### src/rtl/rsf_pkg.sv
`timescale 1ns / 1ps

package rsf_pkg;

    localparam int MAX_LEN_DEF   = 256;
    localparam int MAX_STEMS_DEF = 64;

    localparam logic [3:0] GAP_RESET = 4'd4;

    localparam logic [2:0] BASE_A = 3'd0;
    localparam logic [2:0] BASE_C = 3'd1;
    localparam logic [2:0] BASE_G = 3'd2;
    localparam logic [2:0] BASE_U = 3'd3;

    // start, end, length of one recorded stem, 8 bits each
    localparam int RES_W = 24;

    typedef struct packed {
        logic [2:0] base_code;
        logic       last_base;
    } in_item_t;

    typedef struct packed {
        logic [7:0] stem_start;
        logic [7:0] stem_end;
        logic [7:0] stem_length;
        logic       stem_valid;
        logic       stem_overflow;
        logic       last_stem;
    } out_item_t;

    typedef enum logic [3:0] {
        ST_LOAD,
        ST_PAIR_RD,
        ST_PAIR_CHK,
        ST_EXT_RD,
        ST_EXT_CHK,
        ST_END_RUN,
        ST_EMIT_RD,
        ST_EMIT_LD,
        ST_EMIT_WAIT
    } state_t;

    // Watson-Crick plus the GU wobble, either orientation
    function automatic logic bonds(input logic [2:0] a, input logic [2:0] b);
        logic res;
        begin
            res = ((a == BASE_A) && (b == BASE_U)) || ((a == BASE_U) && (b == BASE_A)) ||
                  ((a == BASE_G) && (b == BASE_C)) || ((a == BASE_C) && (b == BASE_G)) ||
                  ((a == BASE_G) && (b == BASE_U)) || ((a == BASE_U) && (b == BASE_G));
            return res;
        end
    endfunction

endpackage

### src/rtl/rsf_ram.sv
`timescale 1ns / 1ps

module rsf_ram #(
    parameter int WIDTH = 8,
    parameter int DEPTH = 256
) (
    input  logic                                     clk,
    input  logic                                     we,
    input  logic [((DEPTH > 1) ? $clog2(DEPTH) : 1)-1:0] waddr,
    input  logic [WIDTH-1:0]                         wdata,
    input  logic [((DEPTH > 1) ? $clog2(DEPTH) : 1)-1:0] raddr_a,
    input  logic [((DEPTH > 1) ? $clog2(DEPTH) : 1)-1:0] raddr_b,
    output logic [WIDTH-1:0]                         rdata_a,
    output logic [WIDTH-1:0]                         rdata_b
);

    logic [WIDTH-1:0] mem [DEPTH];

    always_ff @(posedge clk)
    begin
        if (we)
        begin
            mem[waddr] <= wdata;
        end
        rdata_a <= mem[raddr_a];
        rdata_b <= mem[raddr_b];
    end

endmodule

### src/rtl/rna_stem_finder.sv
`timescale 1ns / 1ps

// RNA stem finder. Bases load one per cycle into the base store while it
// is in its load state. The item flagged last_base starts a scan of every
// pair i<j with j-i >= min_loop_gap (0 counts as 1), in ascending i then j.
// The store has two registered read ports, so each candidate pair takes a
// read state and then a compare state, and each inward extension step
// does the same. A bonding pair also pays for the probe that ends its run
// (a read state alone when the gap rule stops it, a read and a compare when
// the inner bases fail to pair) and one state to close it. No input is
// taken during the scan. Stems of two or more stacked pairs go into a
// result buffer of MAX_STEMS entries; overflow is only known once the scan
// ends, so results are released afterwards, each read from the buffer only
// after the previous one is taken.
// A scan without stems gives one empty result flagged last_stem. After the
// final result is taken the block is ready for the next sequence.
module rna_stem_finder #(
    parameter int MAX_LEN   = rsf_pkg::MAX_LEN_DEF,
    parameter int MAX_STEMS = rsf_pkg::MAX_STEMS_DEF
) (
    input  logic               clk,
    input  logic               rst_n,
    input  logic               in_valid,
    output logic               in_ready,
    input  rsf_pkg::in_item_t  in_data,
    output logic               out_valid,
    input  logic               out_ready,
    output rsf_pkg::out_item_t out_data,
    input  logic               cfg_write_en,
    input  logic [3:0]         cfg_write_data
);

    localparam int AW = (MAX_LEN > 1) ? $clog2(MAX_LEN) : 1;
    localparam int LW = $clog2(MAX_LEN + 1);
    localparam int SW = $clog2(MAX_LEN + 16);
    localparam int CW = $clog2(MAX_STEMS + 1);
    localparam int RW = (MAX_STEMS > 1) ? $clog2(MAX_STEMS) : 1;

    rsf_pkg::state_t    state_reg, state_next;
    logic [3:0]         gap_cfg_reg;
    logic [LW-1:0]      seq_len_reg, seq_len_next;
    logic [CW-1:0]      cnt_reg, cnt_next;
    logic [CW-1:0]      k_reg, k_next;
    logic               ovf_reg, ovf_next;
    logic [SW-1:0]      i_reg, i_next;
    logic [SW-1:0]      j_reg, j_next;
    logic [SW-1:0]      lo_reg, lo_next;
    logic [SW-1:0]      hi_reg, hi_next;
    logic [SW-1:0]      len_reg, len_next;
    logic               out_valid_reg, out_valid_next;
    rsf_pkg::out_item_t out_reg, out_next;

    logic [SW-1:0]      gap;
    logic [SW-1:0]      seq_n;
    logic [SW-1:0]      adv_i, adv_j;
    logic               scan_end, ext_room, pair_bond;
    logic               in_acc, out_acc;

    logic               base_we;
    logic [AW-1:0]      base_waddr, base_raddr_a, base_raddr_b;
    logic [2:0]         base_rd_a, base_rd_b;
    logic               res_we;
    logic [RW-1:0]      res_waddr, res_raddr;
    logic [rsf_pkg::RES_W-1:0] res_wdata, res_rdata;

    rsf_ram #(
        .WIDTH (3),
        .DEPTH (MAX_LEN)
    ) u_base_store (
        .clk     (clk),
        .we      (base_we),
        .waddr   (base_waddr),
        .wdata   (in_data.base_code),
        .raddr_a (base_raddr_a),
        .raddr_b (base_raddr_b),
        .rdata_a (base_rd_a),
        .rdata_b (base_rd_b)
    );

    rsf_ram #(
        .WIDTH (rsf_pkg::RES_W),
        .DEPTH (MAX_STEMS)
    ) u_result_buf (
        .clk     (clk),
        .we      (res_we),
        .waddr   (res_waddr),
        .wdata   (res_wdata),
        .raddr_a (res_raddr),
        .raddr_b (res_raddr),
        .rdata_a (res_rdata),
        .rdata_b ()
    );

    always_comb
    begin
        gap       = (gap_cfg_reg == 4'd0) ? SW'(1) : SW'(gap_cfg_reg);
        seq_n     = SW'(seq_len_reg);
        scan_end  = (i_reg + gap) >= seq_n;
        ext_room  = hi_reg >= (lo_reg + gap);
        pair_bond = rsf_pkg::bonds(base_rd_a, base_rd_b);
        in_acc    = in_valid && in_ready;
        out_acc   = out_valid && out_ready;
        // step to the next (i, j) in scan order
        if ((j_reg + SW'(1)) >= seq_n)
        begin
            adv_i = i_reg + SW'(1);
            adv_j = i_reg + SW'(1) + gap;
        end
        else
        begin
            adv_i = i_reg;
            adv_j = j_reg + SW'(1);
        end
    end

    // next state
    always_comb
    begin
        state_next = state_reg;
        unique case (state_reg)
            rsf_pkg::ST_LOAD:
            begin
                if (in_acc && in_data.last_base)
                begin
                    state_next = rsf_pkg::ST_PAIR_RD;
                end
            end
            rsf_pkg::ST_PAIR_RD:
            begin
                if (!scan_end)
                begin
                    state_next = rsf_pkg::ST_PAIR_CHK;
                end
                else if (cnt_reg == '0)
                begin
                    state_next = rsf_pkg::ST_EMIT_WAIT;
                end
                else
                begin
                    state_next = rsf_pkg::ST_EMIT_RD;
                end
            end
            rsf_pkg::ST_PAIR_CHK:
            begin
                state_next = pair_bond ? rsf_pkg::ST_EXT_RD : rsf_pkg::ST_PAIR_RD;
            end
            rsf_pkg::ST_EXT_RD:
            begin
                state_next = ext_room ? rsf_pkg::ST_EXT_CHK : rsf_pkg::ST_END_RUN;
            end
            rsf_pkg::ST_EXT_CHK:
            begin
                state_next = pair_bond ? rsf_pkg::ST_EXT_RD : rsf_pkg::ST_END_RUN;
            end
            rsf_pkg::ST_END_RUN:
            begin
                state_next = rsf_pkg::ST_PAIR_RD;
            end
            rsf_pkg::ST_EMIT_RD:
            begin
                state_next = rsf_pkg::ST_EMIT_LD;
            end
            rsf_pkg::ST_EMIT_LD:
            begin
                state_next = rsf_pkg::ST_EMIT_WAIT;
            end
            rsf_pkg::ST_EMIT_WAIT:
            begin
                if (out_acc)
                begin
                    state_next = out_reg.last_stem ? rsf_pkg::ST_LOAD : rsf_pkg::ST_EMIT_RD;
                end
            end
            default:
            begin
                state_next = rsf_pkg::ST_LOAD;
            end
        endcase
    end

    // datapath and memory control
    always_comb
    begin
        seq_len_next   = seq_len_reg;
        cnt_next       = cnt_reg;
        k_next         = k_reg;
        ovf_next       = ovf_reg;
        i_next         = i_reg;
        j_next         = j_reg;
        lo_next        = lo_reg;
        hi_next        = hi_reg;
        len_next       = len_reg;
        out_valid_next = out_valid_reg;
        out_next       = out_reg;

        in_ready     = (state_reg == rsf_pkg::ST_LOAD);
        base_we      = 1'b0;
        base_waddr   = seq_len_reg[AW-1:0];
        base_raddr_a = i_reg[AW-1:0];
        base_raddr_b = j_reg[AW-1:0];
        res_we       = 1'b0;
        res_waddr    = cnt_reg[RW-1:0];
        res_wdata    = {8'(i_reg), 8'(j_reg), 8'(len_reg)};
        res_raddr    = k_reg[RW-1:0];

        unique case (state_reg)
            rsf_pkg::ST_LOAD:
            begin
                if (in_acc)
                begin
                    // bases past the end of the store are dropped
                    if (seq_len_reg < LW'(MAX_LEN))
                    begin
                        base_we      = 1'b1;
                        seq_len_next = seq_len_reg + LW'(1);
                    end
                    i_next   = '0;
                    j_next   = gap;
                    cnt_next = '0;
                    ovf_next = 1'b0;
                end
            end
            rsf_pkg::ST_PAIR_RD:
            begin
                if (scan_end)
                begin
                    k_next = '0;
                    if (cnt_reg == '0)
                    begin
                        out_valid_next         = 1'b1;
                        out_next               = '0;
                        out_next.last_stem     = 1'b1;
                    end
                end
            end
            rsf_pkg::ST_PAIR_CHK:
            begin
                if (pair_bond)
                begin
                    lo_next  = i_reg + SW'(1);
                    hi_next  = j_reg - SW'(1);
                    len_next = SW'(1);
                end
                else
                begin
                    i_next = adv_i;
                    j_next = adv_j;
                end
            end
            rsf_pkg::ST_EXT_RD:
            begin
                base_raddr_a = lo_reg[AW-1:0];
                base_raddr_b = hi_reg[AW-1:0];
            end
            rsf_pkg::ST_EXT_CHK:
            begin
                if (pair_bond)
                begin
                    len_next = len_reg + SW'(1);
                    lo_next  = lo_reg + SW'(1);
                    hi_next  = hi_reg - SW'(1);
                end
            end
            rsf_pkg::ST_END_RUN:
            begin
                if (len_reg >= SW'(2))
                begin
                    if (cnt_reg < CW'(MAX_STEMS))
                    begin
                        res_we   = 1'b1;
                        cnt_next = cnt_reg + CW'(1);
                    end
                    else
                    begin
                        ovf_next = 1'b1;
                    end
                end
                i_next = adv_i;
                j_next = adv_j;
            end
            rsf_pkg::ST_EMIT_RD:
            begin
                res_raddr = k_reg[RW-1:0];
            end
            rsf_pkg::ST_EMIT_LD:
            begin
                out_valid_next         = 1'b1;
                out_next.stem_start    = res_rdata[23:16];
                out_next.stem_end      = res_rdata[15:8];
                out_next.stem_length   = res_rdata[7:0];
                out_next.stem_valid    = 1'b1;
                out_next.stem_overflow = ovf_reg;
                out_next.last_stem     = (k_reg == (cnt_reg - CW'(1)));
            end
            rsf_pkg::ST_EMIT_WAIT:
            begin
                if (out_acc)
                begin
                    out_valid_next = 1'b0;
                    k_next         = k_reg + CW'(1);
                    if (out_reg.last_stem)
                    begin
                        seq_len_next = '0;
                        cnt_next     = '0;
                    end
                end
            end
            default:
            begin
            end
        endcase
    end

    assign out_valid = out_valid_reg;
    assign out_data  = out_reg;

    always_ff @(posedge clk or negedge rst_n)
    begin
        if (!rst_n)
        begin
            state_reg     <= rsf_pkg::ST_LOAD;
            gap_cfg_reg   <= rsf_pkg::GAP_RESET;
            seq_len_reg   <= '0;
            cnt_reg       <= '0;
            k_reg         <= '0;
            ovf_reg       <= 1'b0;
            out_valid_reg <= 1'b0;
        end
        else
        begin
            state_reg     <= state_next;
            seq_len_reg   <= seq_len_next;
            cnt_reg       <= cnt_next;
            k_reg         <= k_next;
            ovf_reg       <= ovf_next;
            out_valid_reg <= out_valid_next;
            if (cfg_write_en)
            begin
                gap_cfg_reg <= cfg_write_data;
            end
        end
    end

    always_ff @(posedge clk)
    begin
        i_reg   <= i_next;
        j_reg   <= j_next;
        lo_reg  <= lo_next;
        hi_reg  <= hi_next;
        len_reg <= len_next;
        out_reg <= out_next;
    end

    // loading and emitting never overlap
    assert property (@(posedge clk) disable iff (!rst_n) !(in_ready && out_valid))
        else $error("input taken while a result is pending");

    assert property (@(posedge clk) disable iff (!rst_n) cnt_reg <= CW'(MAX_STEMS))
        else $error("stem count beyond buffer depth");

    assert property (@(posedge clk) disable iff (!rst_n)
        res_we |-> (cnt_reg < CW'(MAX_STEMS)) && (len_reg >= SW'(2)))
        else $error("result buffer written out of range or with a short run");

    // inner reads only ever happen inside the gap rule
    assert property (@(posedge clk) disable iff (!rst_n)
        (state_reg == rsf_pkg::ST_EXT_CHK) |-> (hi_reg >= lo_reg + gap))
        else $error("extension read broke the gap rule");

    assert property (@(posedge clk) disable iff (!rst_n)
        (out_acc && out_data.last_stem) |=> (seq_len_reg == '0) && in_ready && !out_valid)
        else $error("block not rearmed after final result");

endmodule
### config.mk
export PLATFORM = sky130hd
export DESIGN_NAME = rna_stem_finder
export DESIGN_NICKNAME = d
export VERILOG_FILES = /design/src/rtl/rsf_pkg.sv /design/src/rtl/rsf_ram.sv /design/src/rtl/rna_stem_finder.sv
export SDC_FILE = /design/constraint.sdc
export NUM_CORES = 2
export LEC_CHECK = 0
export ABC_CLOCK_PERIOD_IN_PS = 5530
export BUFFER_PORTS_ARGS = -buffer_cell sky130_fd_sc_hd__buf_4
export CORE_MARGIN = 3
export CORE_UTILIZATION = 50
export CTS_BUF_LIST = sky130_fd_sc_hd__clkbuf_8
export DETAILED_ROUTE_END_ITERATION = 8
export HOLD_SLACK_MARGIN = 0.15
export PLACE_DENSITY = 0.65
export SYNTH_ARGS = -nofsm -noshare
export SYNTH_HDL_FRONTEND = slang
export SYNTH_HIERARCHICAL = 1
export SYNTH_SLANG_ARGS = --single-unit
export TNS_END_PERCENT = 5
### constraint.sdc
create_clock -name clk -period 5.53 [get_ports clk]
set_input_delay 0.2765 -clock clk [delete_from_list [all_inputs] [get_ports clk]]
set_output_delay 0.2765 -clock clk [all_outputs]
set_load 0.02 [all_outputs]
==> metrics.txt <==
total number of vias=56000; DIE AREA=213000 sq um; Pre-antenna DRT Iters=6; startpoint types=flip-flop; Crit path largest cell delay=980 ps; Synth Net Count=5450; Min-Delay Startpoint=in_data[3]; worst path cell trace=nand2_1, nor3_2, buf_4, mux2_8, buf_4, mux4_2, a22oi_1, a21oi_1, nor4_1, o221ai_1; total grt overflow=0; Crit path max-delay family=simple AND/OR/NAND/NOR gates; htree depth=5; Post-DP HPWL=161 mm; drt initial violations=6788; Syn. warnings=6; Crit Path Class=flip-flop to flip-flop; R2R cell count=10; IO Port Bufs=41; Synth Cell Area=104000 sq um; Post-route DRC=0; Largest register FFs=1536; number of max-cap violations=0; FILL cells=15600; Worst Setup SP=state_reg[1]; Crit path top cell by count=buf_4; Reg2Reg Launch Point=state_reg[1]; Final ANT Viol Nets=0; Initial Utilization=50.5%; Clk pin slew, worst setup/hold paths=60 ps; RSZ-0062 raised after global routing=no; final clock skew=74.4 ps; setup bufs post-CTS=0; height of the die=461 um; clock latency on the worst-skew pair=1070 ps; post-route cell area=115000 sq um; pin count of the biggest net entering global routing=224; layout cells sized above 1=26.7%; Mapped Cells=5385; DR vias/cell=6.43; worst-margin pin slew=1270 ps; io pins=42; Placement Cell Area=107000 sq um; Inst Count DP=7971; CP Capture Type=flip-flop; r2r setup slk=730 ps; status=finished clean; final hold viol count=0; DIE WIDTH=461 um; CP Buf/Inv Count=2; gr usage total=25.6%; max_slew headroom=14.7%; WL/cell=31.1 um; number of nets in the layout=5772; Hold Crit Depth=2; PnR worst setup slack=728 ps; CTS tree=yes; Final setup viols=0; worst r2r dst=u_base_store/rdata_b[1]; Largest Register=u_result_buf/mem; fmax=208 MHz; TNS Setup=0 ps; Avg Cell Area, Syn=19.2 sq um; Max Slew Vio Count=0; power density over the cells=454 nW/um^2; Clock Tree Root=clkbuf_8; slowest CP cell=nor4_1; vias in the first global route=56100; Crit Path Max Fanout=60; clk sinks=2439; Leak=0.0358 uW; worst vdd ir=469 uV; pre-CTS setup slack=962 ps; Period Utilization, post-route=86.8%; CP Data Required Time=6410 ps; TritonCTS Buffers=401; Tmin final=4800 ps; WL final=271 mm; Min-Delay Endpoint=u_base_store/mem[25][2]; worst hold path type=primary input to flip-flop; initial antenna violation count=12; CTS max path bufs=4; global placer's final weighted congestion=0.890; WP data arrival=5680 ps; first-pass GRT wire length=393 mm; P&R area growth vs syn=10.8%; core box area=205000 sq um; FP Rows=166; Non-Filler Instances=8710
## cell type report
class                           count  area (sq um)  area share, %
Timing Repair Buffer              266          2360           2.05
Antenna cell                       11          27.5         0.0240
Tap cell                         2688          3360           2.93
Inverter                           34           128          0.111
Clock buffer                      421          5790           5.05
Clock inverter                    286          1370           1.19
Sequential cell                  2439         72800           63.4
Multi-Input combinational cell   2565         28900           25.2
## report_power, final
part | switching (uW) | total (uW) | internal (uW)
Clock | 6980 | 14300 | 7330
Sequential | 488 | 22400 | 21900
Combinational | 9370 | 15400 | 6080
## metal layers
| layer | wire length [um] | global-route usage [%] |
|---|---|---|
| met1 | 105000 | 34.9 |
| met2 | 132000 | 41.1 |
| met3 | 21900 | 4.36 |
| met4 | 12000 | 10.9 |
| met5 | 96 | 0.276 |
## layout by cell type (no fill, tap or decap), types with 36 or more instances in the layout
cell type / instances
edfxtp_1: 2376
mux4_2: 731
clkbuf_8: 421
nor2_1: 361
mux2i_1: 220
buf_4: 220
inv_1: 148
nand2_1: 121
clkinv_1: 108
o21ai_0: 72
a21oi_1: 71
a22oi_1: 69
o211ai_1: 68
nand3_1: 66
o22ai_1: 65
nor2_2: 63
ha_1: 49
xnor2_1: 45
nand2b_1: 44
clkinv_2: 42
xor2_1: 39
nor2b_1: 37
and2_1: 36
## worst reg2reg max path, stage by stage, from the launching register on
cell and delay (ps):
dfrtp_1 650, nand2_1 210, nor3_2 150, buf_4 330, mux2_8 620, buf_4 600, mux4_2 400, a22oi_1 270
a21oi_1 150, nor4_1 980, o221ai_1 270
## through the flow
step	hold slack, ps	utilization, %	power, uW
after global routing	226	55.9	54100
after CTS	166	55.9	52400
after detailed placement	258	52.3	38100
after floorplan	-19.1	-	33000
final	279	55.9	52100
after global placement	261	52.3	37900
## repair_timing
item                      4_1_cts  5_1_grt
gates resized for setup         0        0
hold endpoints to repair      623        0
hold buffers                   21        0
## worst max path at each step
stage                     cells past startpoint                       to  slack [ps]
after global routing                         11  u_base_store/rdata_b[1]         700
after floorplan                              12              out_data[0]        1050
after global placement                       10  u_base_store/rdata_b[1]         990
after CTS                                    10  u_base_store/rdata_b[1]         930
after detailed placement                     10  u_base_store/rdata_b[1]         960
final                                        10  u_base_store/rdata_b[1]         730
No activity file was read; power rests on OpenSTA's default activity.
